[src/mt19937_random_generator_assert.svh]
// Assertion macros shared by the generator RTL.
`ifndef MT19937_RANDOM_GENERATOR_ASSERT_SVH
`define MT19937_RANDOM_GENERATOR_ASSERT_SVH

// Implication checked at every clock edge, off during reset.
`define MTRG_ASSERT(label, clk, rst_n, prop, msg) \
  label: assert property (@(posedge clk) disable iff (!rst_n) prop) else $error(msg);

// Signal must stay low at every clock edge, off during reset.
`define MTRG_ASSERT_NEVER(label, clk, rst_n, sig, msg) \
  label: assert property (@(posedge clk) disable iff (!rst_n) !(sig)) else $error(msg);

`endif

[src/mtrg_pkg.sv]
// Shared types and constants of the MT19937 generator.
package mtrg_pkg;

  localparam int unsigned WORD_W             = 32;
  localparam int unsigned MTRG_STATE_WORDS   = 624;
  localparam int unsigned MTRG_MIDDLE_OFFSET = 397;

  typedef logic [WORD_W-1:0] word_t;

  localparam word_t SEED_MULT    = 32'd1812433253;
  localparam word_t DEFAULT_SEED = 32'd5489;
  localparam word_t TWIST_MATRIX = 32'h9908b0df;
  localparam word_t UPPER_BIT    = 32'h80000000;
  localparam word_t LOWER_BITS   = 32'h7fffffff;
  localparam word_t TEMPER_B     = 32'h9d2c5680;
  localparam word_t TEMPER_C     = 32'hefc60000;
  localparam int unsigned SEED_SHIFT = 30;

  // request kinds
  localparam logic KIND_DRAW = 1'b0;
  localparam logic KIND_SEED = 1'b1;

endpackage

[src/mtrg_cell.sv]
// One word of the twister state chain.
module mtrg_cell
  import mtrg_pkg::*;
(
  input  logic  clk_i,
  input  logic  shift_i,
  input  word_t word_i,
  output word_t word_o
);

  word_t word_q;

  always_ff @(posedge clk_i) begin
    if (shift_i) begin
      word_q <= word_i;
    end
  end

  assign word_o = word_q;

endmodule

[config.mk]
export PLATFORM = sky130hd
export DESIGN_NAME = mtrg_cell
export DESIGN_NICKNAME = d
export VERILOG_FILES = /design/src/mt19937_random_generator_assert.svh /design/src/mtrg_pkg.sv /design/src/mtrg_cell.sv
export SDC_FILE = /design/constraint.sdc
export NUM_CORES = 1
export LEC_CHECK = 0
export BUFFER_PORTS_ARGS = -buffer_cell sky130_fd_sc_hd__buf_4
export CORE_MARGIN = 5
export CORE_UTILIZATION = 31
export CTS_BUF_LIST = sky130_fd_sc_hd__clkbuf_16
export DETAILED_ROUTE_END_ITERATION = 7
export SLEW_MARGIN = 30
export SYNTH_ARGS = -nofsm -noshare
export SYNTH_HDL_FRONTEND = slang
export SYNTH_SLANG_ARGS = --single-unit
[constraint.sdc]
create_clock -name clk_i -period 0.8 [get_ports clk_i]
set_input_delay 0.12 -clock clk_i [delete_from_list [all_inputs] [get_ports clk_i]]
set_output_delay 0.12 -clock clk_i [all_outputs]
set_load 0.02 [all_outputs]
==> impl_metrics.env, run 1 <==
export IMPL_arrival_ps=820
export IMPL_drc=0
export IMPL_vias=593
export IMPL_cp_depth=1
export IMPL_startpoint="word_o[26]$_DFFE_PP_"
export IMPL_grt_setup_unrepaired="true"
export IMPL_seqCellArea_um2=961
export IMPL_critical_path_top_delay_family="flip-flops"
export IMPL_syn_num_nets=66
export IMPL_ys_ff_latch=32
export IMPL_h_tree_depth=2
export IMPL_setup_ws_ps=-135
export IMPL_fillers=238
export IMPL_finalHoldViolations=0
export IMPL_grt_max_degree=18
export IMPL_post_cts_resize_count=27
export IMPL_io_pin_count=66
export IMPL_n_antenna_cell=0
export IMPL_nets=140
export IMPL_crit_path_start_kind="flip-flop"
export IMPL_clk_pin_slew_worst_paths_ps=50
export IMPL_multi_input_area_um2=0
export IMPL_grt_ovfl_total=0
export IMPL_clockBufferDepth=2
export IMPL_critPathMaxFanout=1
export IMPL_drt_vias_per_instance=4.24
export IMPL_violations="setup timing"
export IMPL_largest_register_ffs=32
export IMPL_final_common_cell="buf_4"
export IMPL_clock_fmax_mhz=1070
export IMPL_initial_utilization_pct=32.0
export IMPL_die_y_um=65.7
export IMPL_yosys_warnings=0
export IMPL_grt_pass1_wl_mm=3.00
export IMPL_drt_pre_antenna_iters=3
export IMPL_drv_slew=0
export IMPL_ys_seq_area_share_pct=100
export IMPL_clock_root_buffer="clkbuf_16"
export IMPL_tightest_slew_ps=99.1
export IMPL_hold_depth=1
export IMPL_crit_path_top_delay_cell="edfxtp_1"
export IMPL_synth_distinct_cells=1
export IMPL_grt_use_total_pct=10.3
export IMPL_path_class="reg -> out"
export IMPL_p_leak_nw=0.758
export IMPL_ir_worst_vdd_mv=1.40
export IMPL_drive_above_1_share_pct=67.3
export IMPL_power_density_nw_per_um2=2450
export IMPL_die_width_um=65.7
export IMPL_timing_critical_path_slowest_cell_delay_ps=400
export IMPL_crit_end="word_o[26]"
export IMPL_totalWireLength_mm=2.05
export IMPL_worstPathRequired_ps=680
export IMPL_syn_inst=32
export IMPL_drv_cap=0
export IMPL_cp_end_kind="primary output"
export IMPL_place_congestion=0.588
export IMPL_crit_buf_inv=1
export IMPL_finalCritPeriodShare_pct=117
export IMPL_num_multi_input_gates=0
export IMPL_relSlewSlack_pct=93.4
export IMPL_ant_nets=0
export IMPL_core_um2=3000
export IMPL_status="finished with violations"
export IMPL_numCtsBuffers=5
export IMPL_hold_class="in -> reg"
export IMPL_cp_cell_sequence="buf_6"
export IMPL_avgRoutedWirePerCell_um=14.6
export IMPL_cts_tree="built"
export IMPL_layout_common_cells="buf_4, buf_6, edfxtp_1, clkbuf_16"
export IMPL_numPortBuffers=65
export IMPL_fin_crit_ps=935
export IMPL_fin_util_pct=59.5
export IMPL_holdBufCountCts=0
export IMPL_post_cts_setup_buffers=0
export IMPL_rows=20
export IMPL_avgSynthCellArea_um2=30.0
export IMPL_synth_area_um2=961
export IMPL_grt_pass1_vias=612
export IMPL_setup_tns_ps=-3400
export IMPL_area_growth_pct=85.9
export IMPL_antenna_found_initial=0
export IMPL_setup_violations_final=32
export IMPL_dieArea_um2=4310
export IMPL_clkSinkCount=32
export IMPL_drt_iter0_drc=27
-- how the worst min path moves through the flow --
stage	start	endpoint	slack [ps]
6_report	word_i[9]	word_o[9]$_DFFE_PP_	20
3_3_place_gp	word_i[0]	word_o[0]$_DFFE_PP_	300
4_1_cts	word_i[0]	word_o[0]$_DFFE_PP_	20
5_1_grt	word_i[24]	word_o[24]$_DFFE_PP_	9
3_5_place_dp	word_i[0]	word_o[0]$_DFFE_PP_	300
2_1_floorplan	word_i[0]	word_o[0]$_DFFE_PP_	220
-- cell usage after synthesis, drive strengths merged --
library cell	instances	share of area [%]
edfxtp	32	100
-- report_power, final --
part	switching, mW	internal (mW)	total (mW)	leakage [nW]
clock	0.585	1.11	1.70	0.0738
combinational	0.265	0.348	0.613	0.371
sequential	0.0572	2.00	2.06	0.313
total	0.908	3.46	4.37	0.758
-- cell families (layout without fill, tap and decap cells) --
group / count (synthesis) / after routing / share of synthesized area, %
buf+inv: 0 / 75 / 0
flops: 32 / 32 / 100
-- cell type report --
| cell class | instances | area share [%] |
|---|---|---|
| Tap cell | 33 | 2.31 |
| Clock buffer | 5 | 7.00 |
| Timing Repair Buffer | 67 | 36.3 |
| Sequential cell | 32 | 53.8 |
| Clock inverter | 3 | 0.630 |
-- metal layers --
metal	global-route usage (%)	wire, um
met1	9.71	704
met2	15.6	994
met3	7.69	299
met4	6.22	48
met5	0	0
-- through the flow --
step | instance area [um2] | std cells | setup WS, ps | total power, mW | hold slack (ps)
3_3_place_gp | 1530 | 132 | 112 | 2.60 | 298
4_1_cts | 1770 | 140 | -151 | 4.42 | 16.5
2_1_floorplan | 961 | 32 | 231 | 2.24 | 219
3_5_place_dp | 1530 | 132 | 110 | 2.61 | 299
5_1_grt | 1790 | 140 | -169 | 4.57 | 8.83
6_report | 1790 | 140 | -135 | 4.37 | 24.5
(Power assumes the default switching activity.)
==> inputs of run 2 (changes only) <==
--- a/config.mk
+++ b/config.mk
@@ -5,8 +5,9 @@
 export SDC_FILE = /design/constraint.sdc
 export NUM_CORES = 1
 export LEC_CHECK = 0
+export ABC_CLOCK_PERIOD_IN_PS = 1000
 export BUFFER_PORTS_ARGS = -buffer_cell sky130_fd_sc_hd__buf_4
-export CORE_MARGIN = 5
+export CORE_MARGIN = 2
 export CORE_UTILIZATION = 31
 export CTS_BUF_LIST = sky130_fd_sc_hd__clkbuf_16
 export DETAILED_ROUTE_END_ITERATION = 7
==> constraint.sdc (replaced) <==
create_clock -name clk_i -period 1 [get_ports clk_i]
set_input_delay 0.15 -clock clk_i [delete_from_list [all_inputs] [get_ports clk_i]]
set_output_delay 0.15 -clock clk_i [all_outputs]
set_load 0.02 [all_outputs]
==> run 2 against run 1 <==
Net effect: the run now ends clean; setup slack improved by 190 ps; die area fell by 17%; clock power fell by 21%; first-iteration DRC count fell by 74%; highest routed layer unchanged.
==> impl_metrics.env, run 2 (synthesized netlist as in run 1, its figures left out) <==
export IMPL_status="finished clean"
export IMPL_path_class="reg -> out"
export IMPL_die_y_um=59.7
export IMPL_drt_pre_antenna_iters=4
export IMPL_clkSinkCount=32
export IMPL_dp_cells=130
export IMPL_place_congestion=0.630
export IMPL_ant_nets=0
export IMPL_hold_end="word_o[11]$_DFFE_PP_"
export IMPL_drc=0
export IMPL_design_power_total_mw=3.37
export IMPL_area_growth_pct=69.3
export IMPL_drive_above_1_share_pct=66.7
export IMPL_setup_tns_ps=0
export IMPL_cp_end_kind="primary output"
export IMPL_setup_violations_final=0
export IMPL_io_pin_count=66
export IMPL_post_cts_setup_buffers=0
export IMPL_grt_pass1_vias=579
export IMPL_worstPathRequired_ps=850
export IMPL_tightest_slew_ps=400
export IMPL_num_multi_input_gates=0
export IMPL_cp_cell_sequence="buf_4"
export IMPL_core_um2=3000
export IMPL_clk_pin_slew_worst_paths_ps=50
export IMPL_critPathMaxFanout=1
export IMPL_setup_ws_ps=51.4
export IMPL_initial_utilization_pct=32.0
export IMPL_final_common_cell="buf_4"
export IMPL_finalHoldViolations=0
export IMPL_ir_worst_vdd_mv=1.34
export IMPL_vias=565
export IMPL_fin_crit_ps=949
export IMPL_numCtsBuffers=5
export IMPL_pre_cts_slack_ps=136
export IMPL_clock_root_buffer="clkbuf_16"
export IMPL_crit_path_start_kind="flip-flop"
export IMPL_holdBufCountCts=0
export IMPL_critical_path_top_delay_family="flip-flops"
export IMPL_grt_pass1_wl_mm=2.53
export IMPL_rows=20
export IMPL_final_cells=138
export IMPL_finalCritPeriodShare_pct=94.9
export IMPL_nets=138
export IMPL_cts_tree="built"
export IMPL_p_leak_nw=0.699
export IMPL_largest_register_ffs=32
export IMPL_totalWireLength_mm=1.78
export IMPL_multi_input_area_um2=0
export IMPL_crit_path_top_delay_cell="edfxtp_1"
export IMPL_drv_cap=0
export IMPL_grt_use_total_pct=10.4
export IMPL_timing_hold_worst_start="word_i[11]"
export IMPL_avgRoutedWirePerCell_um=12.9
export IMPL_dieArea_um2=3560
export IMPL_relSlewSlack_pct=73.3
export IMPL_h_tree_depth=2
export IMPL_hold_class="in -> reg"
export IMPL_power_density_nw_per_um2=2070
export IMPL_clock_fmax_mhz=1050
export IMPL_grt_ovfl_total=0
export IMPL_post_cts_resize_count=0
export IMPL_arrival_ps=800
export IMPL_timing_critical_path_slowest_cell_delay_ps=370
export IMPL_drt_iter0_drc=7
export IMPL_hold_depth=1
export IMPL_die_width_um=59.7
export IMPL_numPortBuffers=65
export IMPL_grt_setup_unrepaired="false"
export IMPL_drv_slew=0
export IMPL_crit_buf_inv=1
export IMPL_antenna_found_initial=0
export IMPL_clockBufferDepth=2
export IMPL_n_antenna_cell=0
export IMPL_grt_max_degree=33
export IMPL_drt_vias_per_instance=4.09
export IMPL_layout_common_cells="buf_4, edfxtp_1, clkbuf_16, inv_1, clkinv_1"
[run 2: cell count changes in the layout (fill, tap and decap cells not counted)]
cell,before,now
buf_6,32,0
buf_12,2,0
buf_4,33,65
[run 2: worst max-delay path by stage]
stage                               startpoint              endpoint  slack [ps]  depth (start not counted)
after floorplan            word_o[0]$_DFFE_PP_             word_o[0]         400                          0
after global placement                 shift_i   word_o[7]$_DFFE_PP_         160                          1
after detailed placement               shift_i  word_o[21]$_DFFE_PP_         140                          1
after CTS                  word_o[4]$_DFFE_PP_             word_o[4]          30                          1
after global routing      word_o[30]$_DFFE_PP_            word_o[30]          20                          1
final                     word_o[21]$_DFFE_PP_            word_o[21]          50                          1
[run 2: area by class of cell]
cell class,count,area (um2)
Fill cell,257,1380
Sequential cell,32,961
Timing Repair Buffer,65,488
Tap cell,33,41.3
Clock inverter,3,11.3
Clock buffer,5,125
[run 2: per-stage QoR]
stage	util, %	hold WS, ps	area [um2]
after floorplan	-	249	961
after global routing	54.2	49.2	1630
after global placement	49.6	328	1490
final	54.2	59.7	1630
after detailed placement	49.6	329	1490
after CTS	54.2	52.5	1630
[run 2: metal layers]
| layer | up-vias | track usage [%] | routed length [um] |
|---|---|---|---|
| met5 | - | 0 | 0 |
| met4 | 0 | 8.25 | 51 |
| met3 | 6 | 5.84 | 163 |
| met2 | 33 | 15.2 | 910 |
| met1 | 253 | 11.0 | 654 |
| li1 | 273 | - | - |
[run 2: report_power, final]
part,switching [mW],internal (mW)
Combinational,0.206,0.202
Sequential,0.0265,1.60
Clock,0.449,0.889
