### src/mt19937_random_generator_assert.svh
// Assertion macros shared by the generator RTL.
`ifndef MT19937_RANDOM_GENERATOR_ASSERT_SVH
`define MT19937_RANDOM_GENERATOR_ASSERT_SVH

// Implication checked at every clock edge, off during reset.
`define MTRG_ASSERT(label, clk, rst_n, prop, msg) \
  label: assert property (@(posedge clk) disable iff (!rst_n) prop) else $error(msg);

// Signal must stay low at every clock edge, off during reset.
`define MTRG_ASSERT_NEVER(label, clk, rst_n, sig, msg) \
  label: assert property (@(posedge clk) disable iff (!rst_n) !(sig)) else $error(msg);

`endif

### src/mtrg_pkg.sv
// Shared types and constants of the MT19937 generator.
package mtrg_pkg;

  localparam int unsigned WORD_W             = 32;
  localparam int unsigned MTRG_STATE_WORDS   = 624;
  localparam int unsigned MTRG_MIDDLE_OFFSET = 397;

  typedef logic [WORD_W-1:0] word_t;

  localparam word_t SEED_MULT    = 32'd1812433253;
  localparam word_t DEFAULT_SEED = 32'd5489;
  localparam word_t TWIST_MATRIX = 32'h9908b0df;
  localparam word_t UPPER_BIT    = 32'h80000000;
  localparam word_t LOWER_BITS   = 32'h7fffffff;
  localparam word_t TEMPER_B     = 32'h9d2c5680;
  localparam word_t TEMPER_C     = 32'hefc60000;
  localparam int unsigned SEED_SHIFT = 30;

  // request kinds
  localparam logic KIND_DRAW = 1'b0;
  localparam logic KIND_SEED = 1'b1;

endpackage

### src/mtrg_twist.sv
// Twist of the head word and tempered, masked output register.
module mtrg_twist
  import mtrg_pkg::*;
(
  input  logic  clk_i,
  input  logic  rst_ni,
  input  logic  fire_i,
  input  word_t head_i,
  input  word_t next_i,
  input  word_t far_i,
  input  word_t mask_i,
  output word_t new_word_o,
  output word_t random_word_o,
  output logic  done_o
);

  function automatic word_t temper(input word_t w);
    word_t y;
    y = w;
    y = y ^ (y >> 11);
    y = y ^ ((y << 7) & TEMPER_B);
    y = y ^ ((y << 15) & TEMPER_C);
    y = y ^ (y >> 18);
    return y;
  endfunction

  word_t mix;
  word_t random_word_q;
  logic  done_q;

  always_comb begin
    mix        = (head_i & UPPER_BIT) | (next_i & LOWER_BITS);
    new_word_o = far_i ^ (mix >> 1) ^ (mix[0] ? TWIST_MATRIX : '0);
  end

  always_ff @(posedge clk_i or negedge rst_ni) begin
    if (!rst_ni) begin
      done_q <= 1'b0;
    end else begin
      done_q <= fire_i;
    end
  end

  always_ff @(posedge clk_i) begin
    if (fire_i) begin
      random_word_q <= temper(new_word_o) & mask_i;
    end
  end

  assign random_word_o = random_word_q;
  assign done_o        = done_q;

endmodule
### config.mk
export PLATFORM = sky130hd
export DESIGN_NAME = mtrg_twist
export DESIGN_NICKNAME = d
export VERILOG_FILES = /design/src/mt19937_random_generator_assert.svh /design/src/mtrg_pkg.sv /design/src/mtrg_twist.sv
export SDC_FILE = /design/constraint.sdc
export NUM_CORES = 1
export LEC_CHECK = 0
export ABC_AREA = 1
export BUFFER_PORTS_ARGS = -buffer_cell sky130_fd_sc_hd__buf_2
export CORE_MARGIN = 2
export CORE_UTILIZATION = 30
export DETAILED_ROUTE_END_ITERATION = 6
export MAX_ROUTING_LAYER = met4
export PLACE_DENSITY_LB_ADDON = 0.08
export SLEW_MARGIN = 20
export SYNTH_ARGS = -nofsm -noshare
export SYNTH_HDL_FRONTEND = slang
export SYNTH_SLANG_ARGS = --single-unit
### constraint.sdc
create_clock -name clk_i -period 0.8 [get_ports clk_i]
set_clock_uncertainty 0.1 [all_clocks]
set_input_delay 0.08 -clock clk_i [delete_from_list [all_inputs] [get_ports clk_i]]
set_output_delay 0.08 -clock clk_i [all_outputs]
set_load 0.01 [all_outputs]
==> reports/qor.yml, run 1 <==
sta:
  slew_headroom_pct: 80.1
  holdWs_ns: -0.0234
  rsz0062_at_grt: "yes"
  post-route-period-util_pct: 147
  drv_slew: 0
  hold_viol_final: 13
  setup_viol: 87
  tns_ns: -17.67
  worstMarginPinSlew_ns: 0.297
  timing.fmax_mhz: 848
  layout_setup_ws_ns: -0.379
  period_minus_slack_ns: 1.18
yosys:
  syn_area_per_cell_um2: 6.95
  synth.top_cell.area_share_pct: 31.6
  yosys-top-cells-area: "edfxtp_1 32%, nand2_1 21%, inv_1 7.5%"
  syn_nets: 568
  async_flop_share_pct: 3.03
  yosys-top-cells-count: "168 x nand2_1, 61 x inv_1, 44 x nand3_1"
  ys_ff_latch: 33
  synth_top_cell_by_area: "edfxtp_1"
  synthCells: 437
  netlist_area_mm2: 0.00304
  synth-edff-count: 32
  synth_cell_types: 24
  synthFlopType: "edfxtp_1"
  ys_seq_area_share_pct: 32.4
  yosysMostFrequentCell: "nand2_1"
  ys_warn_count: 0
cells_and_area:
  diodes: 0
  fin_nets: 828
  post-route-util_pct: 70.0
  layout-drive-gt1-share_pct: 74.1
  areaGrowthSynthToFinish_pct: 126
flow_run:
  drv_cap: 0
die:
  die_w_um: 105
  dieArea_mm2: 0.0110
  initial_utilization_pct: 31.0
  fp.dieH_um: 105
  rows: 36
  pin_count: 196
  fp.coreArea_mm2: 0.00982
power:
  p_per_area_mw_per_mm2: 1330
  p_leak_nw: 3.38
  ir_drop_mv: 0.637
placement:
  dp_slack_ns: -0.827
  place_hpwl_um: 7250
  routabilityCongestion: 0.810
  io_buffer_count: 163
critical_path:
  worst_setup_path_start_kind: "input pin"
  criticalPathCategory: "in -> reg"
  cp.required_ns: 0.74
  cp-startpoint: "next_i[0]"
  arrival_ns: 1.12
  worstPathMaxFanout: 8
  endpoint_kind: "register"
clock_network:
  cts_buffer_depth: 2
  clockRootBuffer: "clkbuf_8"
  numCtsBuffers: 5
  htreeDepth: 2
  clock_sinks: 33
  clk_pin_slew_worst_paths_ns: 0.07
  cts_tree: "yes"
  hold_buffers: 1
drt:
  wire_per_inst_um: 13.2
  vias: 3747
  wl_um: 11000
  vias_per_cell: 4.51
  drc: 0
  dr.first_iter.drc_count: 71
  dr.pass1.iters: 4
  antenna_left: 0
grt:
  grt_max_degree: 19
  grt_overflow: 0
  antenna_found_initial: 0
  grt_pass1_wl_um: 16200
  first_global_vias: 3629
  track_usage_pct: 18.8
worst_hold_path:
  min_from: "mask_i[16]"
  hp-class: "in -> reg"
outcome:
  status: "finished with violations"
  violations: "negative hold slack, negative setup slack"
routing by layer:
metal | part of all wire, % | global-route usage [%]
met1 | 37 | 20.9
met2 | 57 | 35.0
met3 | 4.6 | 2.68
met4 | 1.5 | 4.86
met5 | 0 | -
repair_timing:
| action | in CTS | in global routing |
|---|---|---|
| setup buffers | 21 | 14 |
| pin swaps | 64 | 110 |
| gates resized for setup | 226 | 238 |
| gates cloned | 1 | 0 |
| endpoints found under the setup margin | 91 | 91 |
| endpoints found under the hold margin | 23 | 2 |
stage by stage:
step	instance area, µm²	total power, W	hold WS (ns)	cells
final	6880	0.00915	-0.0234	831
after global routing	6880	0.00971	-0.00813	831
after CTS	5870	0.00801	-0.0228	824
after detailed placement	4680	0.00576	-0.244	796
after global placement	4680	0.00571	-0.246	796
after floorplan	3220	0.00420	-0.316	437
critical path, stage by stage:
cell and delay [ns]:
buf_12 0.12, buf_12 0.15, nand3_4 0.10, nand2_4 0.12, nand2_4 0.06, nand2_4 0.10
nand2_4 0.08, nand2_4 0.09, nand2_4 0.06, a21oi_2 0.12, nor2_1 0.05
kinds of logic after synthesis:
logic type | share of synthesized area (%)
AOI/OAI and AO/OA | 2.51
xor gates and xnor gates | 16.1
buffers and inverters | 9.96
DFF | 32.4
and+or+nand+nor | 38.9
placed cells by master, fill, tap and decap left out, types with 7 or more instances in the layout:
master,count
nand3_1,13
inv_1,24
xnor2_4,9
nor2_2,7
buf_6,85
nand3_2,15
nand2_1,66
buf_4,55
buf_12,14
inv_2,35
nand3_4,19
nand2_2,65
buf_2,93
xor2_4,15
edfxtp_1,32
nor2_1,20
nand2_4,59
inv_4,8
xor2_1,12
buf_8,7
worst paths after layout:
path	end	slack, ns	cells past startpoint
setup / recovery	random_word_o[11]	-0.38	11
max in group asynchronous	done_o	0.53	2
min in group asynchronous	done_o	-0.01	2
hold / removal	random_word_o[16]	-0.02	3
layout make-up:
cell class	count	area (µm²)
Clock buffer	7	76.3
Multi-Input combinational cell	333	3110
Timing Repair Buffer	255	2230
Timing Repair inverter	1	8.76
Sequential cell	33	986
Clock inverter	1	5.00
Inverter	68	288
Fill cell	761	2940
Tap cell	133	166
flip-flops by register name, indices dropped and copies added (netlist names):
register       count
done_o             1
random_word_o     32
power breakdown:
| part | internal (W) | switching [W] | total, W |
|---|---|---|---|
| registers | 0.00219 | 0.0000525 | 0.00225 |
| clock network | 0.000612 | 0.000672 | 0.00128 |
| logic | 0.00277 | 0.00285 | 0.00562 |
No activity file was read; power rests on OpenSTA's default activity.
==> run 2: changes to the inputs <==
Settings changed: MAX_ROUTING_LAYER met4 to default.
==> reports/qor.yml, run 2 (synthesis results as in run 1) <==
sta:
  drv_slew: 0
  timing.fmax_mhz: 851
  tns_ns: -17.64
  slew_headroom_pct: 80.1
  period_minus_slack_ns: 1.17
  worstMarginPinSlew_ns: 0.297
  rsz0062_at_grt: "yes"
  holdWs_ns: -0.0243
  setup_viol: 87
  hold_viol_final: 13
  layout_setup_ws_ns: -0.375
  post-route-period-util_pct: 147
die:
  dieArea_mm2: 0.0110
  rows: 36
  die_w_um: 105
  fp.dieH_um: 105
  fp.coreArea_mm2: 0.00982
  pin_count: 196
  initial_utilization_pct: 31.0
power:
  power_frac_comb_pct: 61.4
  ir_drop_mv: 0.636
  switching_share_pct: 39.1
  p_per_area_mw_per_mm2: 1330
  internal-power_w: 0.00557
  p_leak_nw: 3.38
  seqPwrFrac_pct: 24.6
  p_clk_share_pct: 14.0
  power.switching_w: 0.00357
cells_and_area:
  fin_nets: 828
  seq_area_um2: 986
  layout-drive-gt1-share_pct: 74.1
  nFillCells: 761
  layout_common_cells: "93 x buf_2, 85 x buf_6, 66 x nand2_1"
  largest_reg_flops: 32
  finalInstanceArea_mm2: 0.00688
  areaGrowthSynthToFinish_pct: 126
  diodes: 0
  mostFrequentLayoutCell: "buf_2"
  multiInputGateArea_mm2: 0.00311
critical_path:
  criticalPathCategory: "in -> reg"
  worstPathMaxFanout: 8
  endpoint_kind: "register"
  cp.required_ns: 0.74
  arrival_ns: 1.12
  worst_setup_path_start_kind: "input pin"
drt:
  wire_per_inst_um: 13.2
  vias_per_cell: 4.52
  wl_um: 11000
  drc: 0
  dr.pass1.iters: 4
  antenna_left: 0
  vias: 3757
  dr.first_iter.drc_count: 100
outcome:
  status: "finished with violations"
  violations: "negative hold slack, negative setup slack"
worst_hold_path:
  hp-class: "in -> reg"
  hold_depth: 3
grt:
  grt_overflow: 0
  track_usage_pct: 18.2
  antenna_found_initial: 0
  grt_pass1_wl_um: 16300
  grt_max_degree: 19
  first_global_vias: 3625
placement:
  place_hpwl_um: 7250
  dpl-instance-area_mm2: 0.00468
  io_buffer_count: 163
  routabilityCongestion: 0.798
clock_network:
  clk_pin_slew_worst_paths_ns: 0.07
  cts_tree: "yes"
  cts_buffer_depth: 2
  hold_buffers: 1
  clockRootBuffer: "clkbuf_8"
  clock_sinks: 33
  numCtsBuffers: 5
  htreeDepth: 2
flow_run:
  drv_cap: 0
[run 2: layout make-up]
| class | count | share of cell area, % |
|---|---|---|
| multi-input cells | 333 | 45.3 |
| well taps | 133 | 2.42 |
| clock buffers | 7 | 1.11 |
| repair inverters | 1 | 0.127 |
| repair buffers | 255 | 32.4 |
| flip-flops and latches | 33 | 14.3 |
| clock inverters | 1 | 0.0728 |
| inverters | 68 | 4.19 |
[run 2: worst paths after layout]
| path | from | endpoint |
|---|---|---|
| max | next_i[0] | random_word_o[11] |
| min | mask_i[16] | random_word_o[16] |
| max in group asynchronous | rst_ni | done_o |
| min in group asynchronous | rst_ni | done_o |
[run 2: worst max-delay path, cell delays in order]
cell     delay (ns)
buf_12         0.12
buf_12         0.14
nand3_4        0.10
nand2_4        0.12
nand2_4        0.06
nand2_4        0.10
nand2_4        0.08
nand2_4        0.09
nand2_4        0.06
a21oi_2        0.12
nor2_1         0.05
[run 2: metal layers]
layer  part of all wire [%]  track usage [%]
met5                      0                0
met4                    1.6             4.86
met3                    5.6             3.68
met2                     57             35.0
met1                     36             20.3
[run 2: what timing repair did]
action,4_1_cts,5_1_grt
gates resized for setup,226,238
endpoints found under the hold margin,23,2
cloned,1,0
setup endpoints to repair,91,91
pin swaps,64,110
buffers inserted,21,14
[run 2: power groups by stage]
stage,Combinational [W],Clock [W],Sequential (W)
after global placement,0.00343,0,0.00228
after detailed placement,0.00347,0,0.00228
after CTS,0.00444,0.00132,0.00225
after floorplan,0.00178,0,0.00242
after global routing,0.00607,0.00137,0.00227
final,0.00562,0.00128,0.00225
[run 2: stage by stage]
| step | setup WS, ns | hold slack [ns] | power (W) | util (%) | cells |
|---|---|---|---|---|---|
| finish | -0.375 | -0.0243 | 0.00915 | 70.0 | 831 |
| global route | -0.455 | -0.00811 | 0.00971 | 70.0 | 831 |
| global placement | -0.798 | -0.246 | 0.00571 | 47.7 | 796 |
| detailed placement | -0.827 | -0.244 | 0.00576 | 47.7 | 796 |
| CTS | -0.332 | -0.0228 | 0.00801 | 59.7 | 824 |
| floorplan | -0.596 | -0.316 | 0.00420 | - | 437 |
==> run 3: changes to the inputs <==
Settings changed: CORE_MARGIN 2 to default, REMOVE_ABC_BUFFERS from default to 1.
==> reports/qor.yml, run 3 (synthesis results as in run 1) <==
outcome:
  status: "finished with violations"
  violations: "negative hold slack, negative setup slack"
drt:
  wl_um: 11100
  vias_per_cell: 4.43
  dr.first_iter.drc_count: 68
  antenna_left: 0
  wire_per_inst_um: 13.2
  drc: 0
  vias: 3713
  dr.pass1.iters: 5
clock_network:
  cts_buffer_depth: 2
  numCtsBuffers: 5
  hold_buffers: 1
  clk_pin_slew_worst_paths_ns: 0.07
  htreeDepth: 2
  clockRootBuffer: "clkbuf_8"
  clock_sinks: 33
  cts_tree: "yes"
power:
  seqPwrFrac_pct: 25.1
  power.switching_w: 0.00350
  p_per_area_mw_per_mm2: 1330
  switching_share_pct: 38.9
  internal-power_w: 0.00549
  p_leak_nw: 3.35
  ir_drop_mv: 0.594
  power_frac_comb_pct: 60.7
  p_clk_share_pct: 14.2
sta:
  drv_slew: 0
  setup_viol: 89
  tns_ns: -20.12
  slew_headroom_pct: 80.6
  timing.fmax_mhz: 805
  layout_setup_ws_ns: -0.442
  post-route-period-util_pct: 155
  hold_viol_final: 12
  rsz0062_at_grt: "yes"
  worstMarginPinSlew_ns: 0.290
  holdWs_ns: -0.0196
  period_minus_slack_ns: 1.24
die:
  die_w_um: 103
  rows: 36
  fp.dieH_um: 103
  initial_utilization_pct: 31.1
  fp.coreArea_mm2: 0.00977
  pin_count: 196
  dieArea_mm2: 0.0105
worst_hold_path:
  hp-class: "in -> reg"
  hold_depth: 3
  hold_end: "random_word_o[15]"
  min_from: "mask_i[15]"
cells_and_area:
  layout_common_cells: "107 x buf_2, 78 x nand2_2, 72 x nand2_1"
  seq_area_um2: 986
  nFillCells: 740
  areaGrowthSynthToFinish_pct: 122
  layout-drive-gt1-share_pct: 72.5
  mostFrequentLayoutCell: "buf_2"
  diodes: 0
  largest_reg_flops: 32
  fin_nets: 835
  multiInputGateArea_mm2: 0.00301
grt:
  grt_max_degree: 20
  grt_pass1_wl_um: 15700
  antenna_found_initial: 0
  grt_overflow: 0
  track_usage_pct: 19.4
  first_global_vias: 3532
placement:
  dp_slack_ns: -0.848
  place_hpwl_um: 7100
  routabilityCongestion: 0.777
  io_buffer_count: 163
critical_path:
  cp.required_ns: 0.76
  worstPathMaxFanout: 8
  cp_slowest_cell: "nand2_4"
  crit_chain: "buf_12, inv_12, buf_6, nand3_4, nand2_4, nand2_4, nand2_4, nand2_4, nand2_4, nand2_4, a21oi_2, nor2_1"
  worst_setup_path_start_kind: "input pin"
  endpoint_kind: "register"
  criticalPathCategory: "in -> reg"
  crit_top_cell: "nand2_4"
  arrival_ns: 1.20
  critical_path.max_stage_delay_ns: 0.13
flow_run:
  drv_cap: 0
run 3: cell count changes in the layout (fill, tap and decap cells not counted), sizes merged:
cell    before  now
buf        254  262
clkbuf       7    6
clkinv       1    2
inv         69   68
run 3: worst max path at each step:
stage               depth (start not counted)  startpoint  slack, ns                end
global route                               12   next_i[0]      -0.48  random_word_o[12]
global placement                           11   next_i[0]      -0.82   random_word_o[9]
detailed placement                         11   next_i[0]      -0.85   random_word_o[9]
finish                                     12   next_i[0]      -0.44  random_word_o[11]
floorplan                                   8  next_i[19]      -0.55  random_word_o[11]
CTS                                        12   next_i[0]      -0.38  random_word_o[12]
run 3: routing by layer:
metal / GRT usage [%] / share of wire [%] / up-vias
met5: 0 / 0 / -
met4: 5.71 / 2.2 / 0
met3: 3.25 / 4.4 / 22
met2: 36.3 / 54 / 115
met1: 22.5 / 40 / 1696
li1: - / - / 1880
run 3: power groups by stage:
| stage | registers [W] | logic, W | clock network (W) |
|---|---|---|---|
| 4_1_cts | 0.00225 | 0.00440 | 0.00130 |
| 2_1_floorplan | 0.00242 | 0.00163 | 0 |
| 6_report | 0.00225 | 0.00546 | 0.00128 |
| 5_1_grt | 0.00228 | 0.00589 | 0.00137 |
| 3_5_place_dp | 0.00229 | 0.00326 | 0 |
| 3_3_place_gp | 0.00229 | 0.00323 | 0 |
run 3: worst max-delay path, delay by kind of cell:
family	cells	cell delay (ns)
buffers and inverters	3	0.31
AOI/OAI and AO/OA	1	0.12
and+or+nand+nor	8	0.69
run 3: what timing repair did:
action                     4_1_cts  5_1_grt
setup buffers                   31       20
gates resized for setup        269      177
hold endpoints to repair        13        4
setup endpoints to repair       92       93
pin swaps                       85       93
run 3: cell type report:
cell class	instances	area share (%)
Multi-Input combinational cell	333	44.6
Sequential cell	33	14.6
Clock buffer	6	1.08
Timing Repair Buffer	263	32.9
Clock inverter	2	0.149
Inverter	68	4.20
Tap cell	133	2.47
run 3: stage by stage:
stage | power (W) | hold WS, ns | area [µm²] | utilization [%] | instances
4_1_cts | 0.00796 | -0.0310 | 5890 | 60.3 | 825
3_3_place_gp | 0.00551 | -0.244 | 4450 | 45.6 | 790
5_1_grt | 0.00954 | -0.0186 | 6740 | 68.9 | 838
3_5_place_dp | 0.00555 | -0.241 | 4450 | 45.6 | 790
2_1_floorplan | 0.00405 | -0.316 | 3000 | - | 434
6_report | 0.00899 | -0.0196 | 6740 | 68.9 | 838
